<file path="src/design/cla_pkg.sv">
`timescale 1ns / 1ps
// ----------------------------------------------------------------------------
// cla_pkg: shared types and codes of the control lease arbiter
// Item, result and lease state structs, status codes and owner/mode codes.
// ----------------------------------------------------------------------------
package cla_pkg;

    typedef struct packed {
        logic        op;
        logic [1:0]  req_owner;
        logic [1:0]  req_mode;
        logic        take_lease;
        logic        force_take;
        logic [31:0] now_ms;
        logic        kvm_raw;
        logic        takeover;
        logic [31:0] kvm_left_ms;
    } cla_item_t;

    typedef struct packed {
        logic [1:0]  status_code;
        logic        agent_live;
        logic        actions_allowed;
        logic        owner_match;
        logic [31:0] lease_left_ms;
        logic [31:0] expiry_ms;
        logic [1:0]  shown_owner;
        logic [2:0]  shown_mode;
        logic        held_owner;
        logic        any_active;
        logic        request_open;
        logic        kvm_on;
    } cla_result_t;

    typedef struct packed {
        logic        seen;
        logic [31:0] renew_time;
        logic        owner;
        logic [1:0]  mode;
    } cla_lease_t;

    typedef enum logic [1:0] {
        STATUS_OK          = 2'd0,
        STATUS_BAD_ARG     = 2'd1,
        STATUS_KVM_ACTIVE  = 2'd2,
        STATUS_HELD_OTHER  = 2'd3
    } cla_status_t;

    localparam logic        OP_QUERY  = 1'b0;
    localparam logic        OP_UPDATE = 1'b1;

    localparam logic        OWNER_AGENT = 1'b0;
    localparam logic        OWNER_MCP   = 1'b1;

    // Requested owner names as they arrive; the two top codes are not valid names.
    localparam logic [1:0]  REQ_OWNER_AGENT  = 2'd0;
    localparam logic [1:0]  REQ_OWNER_MCP    = 2'd1;
    localparam logic [1:0]  REQ_OWNER_BAD    = 2'd2;
    localparam logic [1:0]  REQ_OWNER_BAD_HI = 2'd3;

    localparam logic [1:0]  MODE_OBSERVE    = 2'd0;
    localparam logic [1:0]  MODE_SUPERVISED = 2'd1;
    localparam logic [1:0]  MODE_AUTONOMOUS = 2'd2;
    localparam logic [1:0]  MODE_INVALID    = 2'd3;

    localparam logic [1:0]  SHOWN_OWNER_NONE  = 2'd0;
    localparam logic [1:0]  SHOWN_OWNER_KVM   = 2'd1;
    localparam logic [1:0]  SHOWN_OWNER_AGENT = 2'd2;
    localparam logic [1:0]  SHOWN_OWNER_MCP   = 2'd3;

    localparam logic [2:0]  SHOWN_MODE_IDLE    = 3'd0;
    localparam logic [2:0]  SHOWN_MODE_MANUAL  = 3'd1;
    localparam logic [2:0]  SHOWN_MODE_OBSERVE = 3'd2;

    localparam logic [31:0] GRACE_RESET_MS = 32'd30000;

endpackage

</file>
<file path="src/design/cla_eval.sv">
`timescale 1ns / 1ps
// ----------------------------------------------------------------------------
// cla_eval: lease decision and status evaluation
// Validates one request against the stored lease, gives the next lease state
// and the status seen after the update at the request's own timestamp.
// ----------------------------------------------------------------------------
module cla_eval (
    input  cla_pkg::cla_item_t   item,
    input  cla_pkg::cla_lease_t  lease,
    input  logic [31:0]          grace_ms,
    output cla_pkg::cla_lease_t  lease_next,
    output cla_pkg::cla_result_t result
);

    logic        kvm;
    logic [31:0] elapsed;
    logic        act_before;
    logic        owner_ok;
    logic        mode_ok;
    logic        other_held;
    logic        take_ok;
    logic        release_ok;
    logic [1:0]  code;
    logic        act_after;
    logic [31:0] elapsed_after;
    logic [31:0] left;
    logic        agent;

    assign kvm        = item.kvm_raw & ~item.takeover;
    assign elapsed    = item.now_ms - lease.renew_time;
    assign act_before = lease.seen && (elapsed <= grace_ms);
    assign owner_ok   = (item.req_owner[1] == 1'b0);
    assign mode_ok    = (item.req_mode != cla_pkg::MODE_INVALID);
    assign other_held = act_before && (lease.owner != item.req_owner[0]);

    always_comb
    begin
        code       = cla_pkg::STATUS_OK;
        take_ok    = 1'b0;
        release_ok = 1'b0;
        if (item.op == cla_pkg::OP_UPDATE)
        begin
            if (!owner_ok || (item.take_lease && !mode_ok))
            begin
                code = cla_pkg::STATUS_BAD_ARG;
            end
            else if (item.take_lease && kvm)
            begin
                code = cla_pkg::STATUS_KVM_ACTIVE;
            end
            else if (item.take_lease && other_held && !item.force_take)
            begin
                code = cla_pkg::STATUS_HELD_OTHER;
            end
            else if (item.take_lease)
            begin
                take_ok = 1'b1;
            end
            else if (!act_before || (lease.owner == item.req_owner[0]) || item.force_take)
            begin
                // A release that is not entitled is silently ignored.
                release_ok = 1'b1;
            end
        end
    end

    always_comb
    begin
        lease_next = lease;
        if (take_ok)
        begin
            lease_next.seen       = 1'b1;
            lease_next.renew_time = item.now_ms;
            lease_next.owner      = item.req_owner[0];
            lease_next.mode       = item.req_mode;
        end
        else if (release_ok)
        begin
            lease_next.seen  = 1'b0;
            lease_next.owner = item.req_owner[0];
        end
    end

    // A fresh take is renewed at this very timestamp, so it is active with
    // no time elapsed; a release leaves the lease inactive.
    assign act_after     = take_ok | (~release_ok & act_before);
    assign elapsed_after = take_ok ? 32'd0 : elapsed;
    assign left          = act_after ? (grace_ms - elapsed_after) : 32'd0;
    assign agent         = act_after & ~kvm;

    always_comb
    begin
        result.status_code     = code;
        result.agent_live      = agent;
        result.actions_allowed = agent && (lease_next.mode != cla_pkg::MODE_OBSERVE);
        result.owner_match     = act_after && owner_ok
                                 && (lease_next.owner == item.req_owner[0]);
        result.lease_left_ms   = left;
        result.expiry_ms       = kvm ? item.kvm_left_ms : left;
        if (kvm)
        begin
            result.shown_owner = cla_pkg::SHOWN_OWNER_KVM;
            result.shown_mode  = cla_pkg::SHOWN_MODE_MANUAL;
        end
        else if (act_after)
        begin
            result.shown_owner = (lease_next.owner == cla_pkg::OWNER_MCP)
                                 ? cla_pkg::SHOWN_OWNER_MCP : cla_pkg::SHOWN_OWNER_AGENT;
            result.shown_mode  = cla_pkg::SHOWN_MODE_OBSERVE + {1'b0, lease_next.mode};
        end
        else
        begin
            result.shown_owner = cla_pkg::SHOWN_OWNER_NONE;
            result.shown_mode  = cla_pkg::SHOWN_MODE_IDLE;
        end
        result.held_owner   = lease_next.owner;
        result.any_active   = kvm | agent;
        result.request_open = ~kvm;
        result.kvm_on       = kvm;
    end

endmodule

</file>
<file path="src/design/control_lease_arbiter_unit.sv">
`timescale 1ns / 1ps
// ----------------------------------------------------------------------------
// control_lease_arbiter_unit: control lease with grace timeout
//
//   Channel   Signals                              Direction   Carries
//   item      item_valid, item_ready, item         in          one request
//   result    result_valid, result_ready, result   out         one status
//   cfg       cfg_valid, cfg_ready, cfg_data       in          grace_ms
//
// A request is registered on transfer, evaluated against the lease once the
// result register is free, and its status lands in the result register:
// one request per cycle sustained while statuses are accepted, set by the
// single evaluation stage. The lease updates as the status is captured, so
// consecutive requests see each other's effect. Reset clears the lease and
// sets grace_ms to 30000. A stalled result holds the stage behind it while
// one more request can still be taken into the input register.
// ----------------------------------------------------------------------------
module control_lease_arbiter_unit (
    input  logic                 clk,
    input  logic                 rst_n,
    input  logic                 item_valid,
    output logic                 item_ready,
    input  cla_pkg::cla_item_t   item,
    output logic                 result_valid,
    input  logic                 result_ready,
    output cla_pkg::cla_result_t result,
    input  logic                 cfg_valid,
    output logic                 cfg_ready,
    input  logic [31:0]          cfg_data
);

    cla_pkg::cla_item_t   item_reg;
    logic                 item_valid_reg;
    cla_pkg::cla_result_t result_reg;
    logic                 result_valid_reg;
    cla_pkg::cla_lease_t  lease_reg;
    cla_pkg::cla_lease_t  lease_next;
    cla_pkg::cla_result_t result_next;
    logic [31:0]          grace_reg;
    logic                 advance;

    assign advance      = item_valid_reg && (!result_valid_reg || result_ready);
    assign item_ready   = !item_valid_reg || advance;
    assign result_valid = result_valid_reg;
    assign result       = result_reg;
    assign cfg_ready    = 1'b1;

    cla_eval u_eval (
        .item       (item_reg),
        .lease      (lease_reg),
        .grace_ms   (grace_reg),
        .lease_next (lease_next),
        .result     (result_next)
    );

    always_ff @(posedge clk or negedge rst_n)
    begin
        if (!rst_n)
        begin
            item_valid_reg   <= 1'b0;
            result_valid_reg <= 1'b0;
            grace_reg        <= cla_pkg::GRACE_RESET_MS;
            lease_reg.seen       <= 1'b0;
            lease_reg.renew_time <= 32'd0;
            lease_reg.owner      <= cla_pkg::OWNER_AGENT;
            lease_reg.mode       <= cla_pkg::MODE_SUPERVISED;
        end
        else
        begin
            if (item_ready)
            begin
                item_valid_reg <= item_valid;
            end
            if (advance)
            begin
                result_valid_reg <= 1'b1;
                lease_reg        <= lease_next;
            end
            else if (result_ready)
            begin
                result_valid_reg <= 1'b0;
            end
            if (cfg_valid && cfg_ready)
            begin
                grace_reg <= cfg_data;
            end
        end
    end

    always_ff @(posedge clk)
    begin
        if (item_valid && item_ready)
        begin
            item_reg <= item;
        end
        if (advance)
        begin
            result_reg <= result_next;
        end
    end

endmodule

</file>
<file path="config.mk">
export PLATFORM = sky130hd
export DESIGN_NAME = control_lease_arbiter_unit
export DESIGN_NICKNAME = d
export VERILOG_FILES = /design/src/design/cla_pkg.sv /design/src/design/cla_eval.sv /design/src/design/control_lease_arbiter_unit.sv
export SDC_FILE = /design/constraint.sdc
export NUM_CORES = 1
export LEC_CHECK = 0
export BUFFER_PORTS_ARGS = -buffer_cell sky130_fd_sc_hd__buf_2
export CAP_MARGIN = 20
export CORE_MARGIN = 3
export CORE_UTILIZATION = 45
export DETAILED_ROUTE_END_ITERATION = 10
export PLACE_DENSITY = 0.66
export SLEW_MARGIN = 25
export SYNTH_ARGS = -nofsm -noshare
export SYNTH_HDL_FRONTEND = slang
export SYNTH_SLANG_ARGS = --single-unit
export TNS_END_PERCENT = 100
</file>
<file path="constraint.sdc">
create_clock -name clk -period 14.56 [get_ports clk]
set_input_delay 2.912 -clock clk [delete_from_list [all_inputs] [get_ports clk]]
set_output_delay 2.912 -clock clk [all_outputs]
set_load 0.1 [all_outputs]
</file>
== After elaboration in Yosys (flattened, before gate mapping) ==
Index checks and enable logic that the tools add are counted.

* $lt $le $gt $ge: 1
* Add/subtract/negate cells: 3
* Equality and inequality tests: 4
* Reductions and logical operators: 28
* Multiplexer cells: 26
* Bitwise gates (word level): 11

{| class="wikitable"
|+ Operators with widths
! cell !! count
|-
| 32-bit two-way mux || 3
|-
| 32-bit subtractor || 2
|-
| 32-bit <= comparator || 1
|-
| 1-bit two-way mux || 19
|-
| 1-bit logical AND || 11
|-
| 2-bit two-way mux || 3
|-
| 1-bit NOT || 6
|-
| 2-bit nonzero test || 3
|-
| 1-bit logical NOT || 5
|-
| 1-bit logical OR || 5
|-
| 4-bit two-way mux || 1
|-
| 2-bit AND reduction || 2
|-
| 2-bit OR reduction || 2
|-
| 2-bit by 2-bit adder with 3-bit output (first input constant) || 1
|-
| 1-bit bitwise AND || 3
|-
| 1-bit equality test || 2
|-
| 2-bit != test (second input constant) || 1
|-
| 1-bit OR || 2
|-
| 1-bit != test || 1
|}

* Register bits after elaboration: 221
* Output and inout port bits: 81

== Longest topological paths before layout ==
* Depth in word-level cells: 17
* Depth in mapped cells: 34

== By module ==
Synthesis repeated with hierarchy kept, for this count alone.

* Cells, all modules: 1,082
* Area, all modules: 12,769.7 um2

{| class="wikitable"
|+ By module, submodules not included
! module !! cells an instance !! times used !! area an instance (um2)
|-
| control_lease_arbiter_unit || 305 || 1 || 7,297.0
|-
| cla_eval || 777 || 1 || 5,472.7
|}

== Least setup slack after synthesis ==
Ideal clock, no wire load.

* Kind: register to register
* Start point: register item_reg[34] (netlist bit)
* End point: register result_reg, in the netlist result[40], data pin
* Buffers on the path: 2
* Library setup time: 0.257 ns
* Arrival time: 6.664 ns
* Cell stages (with the launch flop): 34
* Data required time: 14.303 ns
* Slack: 7.639 ns
* Path through: edfxtp_1 > inv_1 > ha_1 > fa_1 > nor2b_1 > o21a_1 > o21ai_0 > a21oi_2 > o2111ai_1 > a2111oi_0 > o21a_1 > a21boi_1 > xnor2_1 > ha_1 > nand4_1 > inv_1 > a221oi_1 > nand2_1 > o21ai_2 > nand3_1 > nand2b_1 > clkbuf_1 > clkbuf_1 > nand2_1 > ha_1 > a211oi_1 > nor2_1 > o41ai_2 > o21ai_0 > a2111oi_2 > nor3_2 > o31ai_1 > o21ai_0 > a32o_1

{| class="wikitable"
|+ RTL lines
! element !! line !! source
|-
| start: declaration || control_lease_arbiter_unit.sv:32 || <nowiki>cla_pkg::cla_item_t item_reg;</nowiki>
|-
| start signal: assignment || control_lease_arbiter_unit.sv:94 || <nowiki>item_reg <= item;</nowiki>
|-
| end signal: assignment || control_lease_arbiter_unit.sv:98 || <nowiki>result_reg <= result_next;</nowiki>
|-
| end: declaration || control_lease_arbiter_unit.sv:34 || <nowiki>cla_pkg::cla_result_t result_reg;</nowiki>
|}

==> impl_results.md <==
- Avg Vias per Cell: roughly 5.5
- Type of element launching the critical path: flop
- Placed instance count: 1642
- Yosys Warn Count: 0
- Share of cells above drive strength 1: 21.1%
- Most area-consuming cells after synthesis: edfxtp_1, dfrtp_1, ha_1
- Die width: 171 um
- WL final: between 20000 and 30000 um
- Worst Hold Class: reg -> reg
- Worst hold start: item_valid_reg
- Number of buffers added on ports: approximately 190
- Initial antenna violation count: 3
- Remaining global-route overflow: 0
- Total CTS buffers: 25
- Flip-flop count of the largest register after layout: 78
- Slew HR: 34.0%
- Total number of vias: 9226
- Min cycle time layout: approximately 7.9 ns
- Number of flops mapped to enable cells by yosys: about 150
- Post-Synthesis Cells: 1145
- Pin count of the biggest net entering global routing: 74
- Final hold vios: 0
- Drt initial violations: 725
- Hpwl dp: between 20000 and 25000 um
- Worst setup EP type: flop
- CP Class: reg -> reg
- Routability cong.: 0.889
- Post-CTS Setup Inserts: 0
- Period utilization: 54.2%
- CORE AREA: 0.0264 mm^2
- Initial Util: between 40 and 50%
- Total negative slack: 0 ns
- First-pass GRT wire length: about 46000 um
- Die footprint: 0.0292 mm^2
- Die height: 171 um
- Synth cell types: 76
- DRC viols: 0
- Most frequent cells in the layout: buf_2, edfxtp_1, nand2_1
- Worst slew pin tran: 0.991 ns
- Fin. max-slew vios: 0
- Top cell by count, worst path: ha_1
- Status: completed
- Reg-to-Reg Start: item_reg[34]
- CP startpoint: item_reg[34]
- # rows: just under 60
- TritonRoute pass-1 iters: 5
- Slowest cell on crit path: nand2b_2
- Commonest non-fill, non-tap cell in the layout: buf_2
- TritonCTS Sinks: 221
- Ys flop type: edfxtp_1
- Vias in the first global route: 8854
- Fin util: 54.5%
- Yosys top cell area share: 37.0%
- Fmax achieved: 127 MHz
- Final nets: around 1.5k
- Final std cells w/o fill: approximately 1.7k
- FFs w/ async S/R, synth: 31.7%
- Synthesized area: roughly 0.012 mm^2
- Reg clk slew, reported paths: 0.06 ns
- Syn_nets: between 1k and 1.5k
- CP peak stage delay: 0.52 ns
- CTS tree: yes
- Sequential element share of the synthesized area: 51.4%
- WHS: 0.507 ns
- Critical Path RT: 14.81 ns
- Drt wl/cell: 17.3 um
- Avg Cell Area, Syn: 10.7 um^2
- Area grow syn2layout: 17.7%
- Setup Viol. Count Final: 0
- Critical Path AT: 8.14 ns
- Clock Tree Buf Depth: 3
- Skew-Pair Late Insertion Delay: 0.50 ns
- Ports: ~190
- FF+latch count, synth: ~220
- Post-CTS resize count: 0
- Root buffer cell: clkbuf_16
- Max-cap violation count: 0
- Clock Skews: around 0.0060 ns
- Cts hold-fix bufs: 0
- Largest area contributor in the netlist: edfxtp_1
- H-tree Lvls: 1
- RSZ-0062 raised after global routing: false
- Crit-path max FO: 29
- Post-route ant nets: 0
- Total track usage: about a fifth
[path summary, 6_finish.rpt]
check / to / slack [ns] / cells past startpoint
setup / recovery: result[40] / 6.67 / 31
hold / removal: result_valid / 0.51 / 1
setup reg to reg: result[40] / 6.67 / 31
hold reg to reg: result_valid / 0.51 / 1
max in group asynchronous: grace_reg[1] / 11.55 / 2
min in group asynchronous: result_valid / 2.51 / 2
[synthesized netlist by cell type (14+ instances only)]
cell	count
nand2_1	114
a21o_1	26
mux2_2	24
o21ai_0	104
inv_1	89
nand3_1	48
edfxtp_1	151
xor2_1	17
nor2_1	78
and2_1	14
nand2b_1	21
a21oi_1	66
ha_1	102
dfrtp_1	62
clkbuf_1	18
xnor2_1	33
[metrics by stage]
step / cell area (um^2) / setup WS, ns
6_report: 14400 / 6.67
5_1_grt: 14400 / 6.19
4_1_cts: 14400 / 6.68
3_5_place_dp: 13500 / 6.75
3_3_place_gp: 13500 / 6.55
2_1_floorplan: 12200 / 7.64
[cell type report]
type,instances,area [um^2]
diodes,2,5.00
well taps,335,419
fillers,2344,12000
clock inverters,16,238
multi-input cells,801,5460
clock buffers,29,641
inverters,90,340
flip-flops and latches,221,6300
repair buffers,196,1010
[worst max-delay path, delay by kind of cell (launching register included)]
kind	cells	cell delay, ns
xor+xnor	1	0.14
compound gates	16	3.73
flops	1	0.34
simple gates	8	1.95
buf+inv	2	0.11
fa+ha+maj	4	1.33
[cells by family after synthesis]
| family | Yosys count | synth area share, % |
|---|---|---|
| buf+inv | 123 | 4.03 |
| fa+ha+maj | 104 | 10.8 |
| xor+xnor | 50 | 3.58 |
| flops | 221 | 51.4 |
| other cells | 1 | 0.0306 |
| simple gates | 330 | 12.5 |
| mux | 31 | 2.78 |
| compound gates | 285 | 14.9 |
[routing by layer]
layer	global-route usage (%)	routed length (um)
met1	27.7	13600
met2	31.6	13400
met3	2.61	1710
met4	4.83	637
met5	0	12
Power is left out: the tool's default activity adds up to more than one toggle a clock period on the data nets, which glitch-free logic cannot reach.
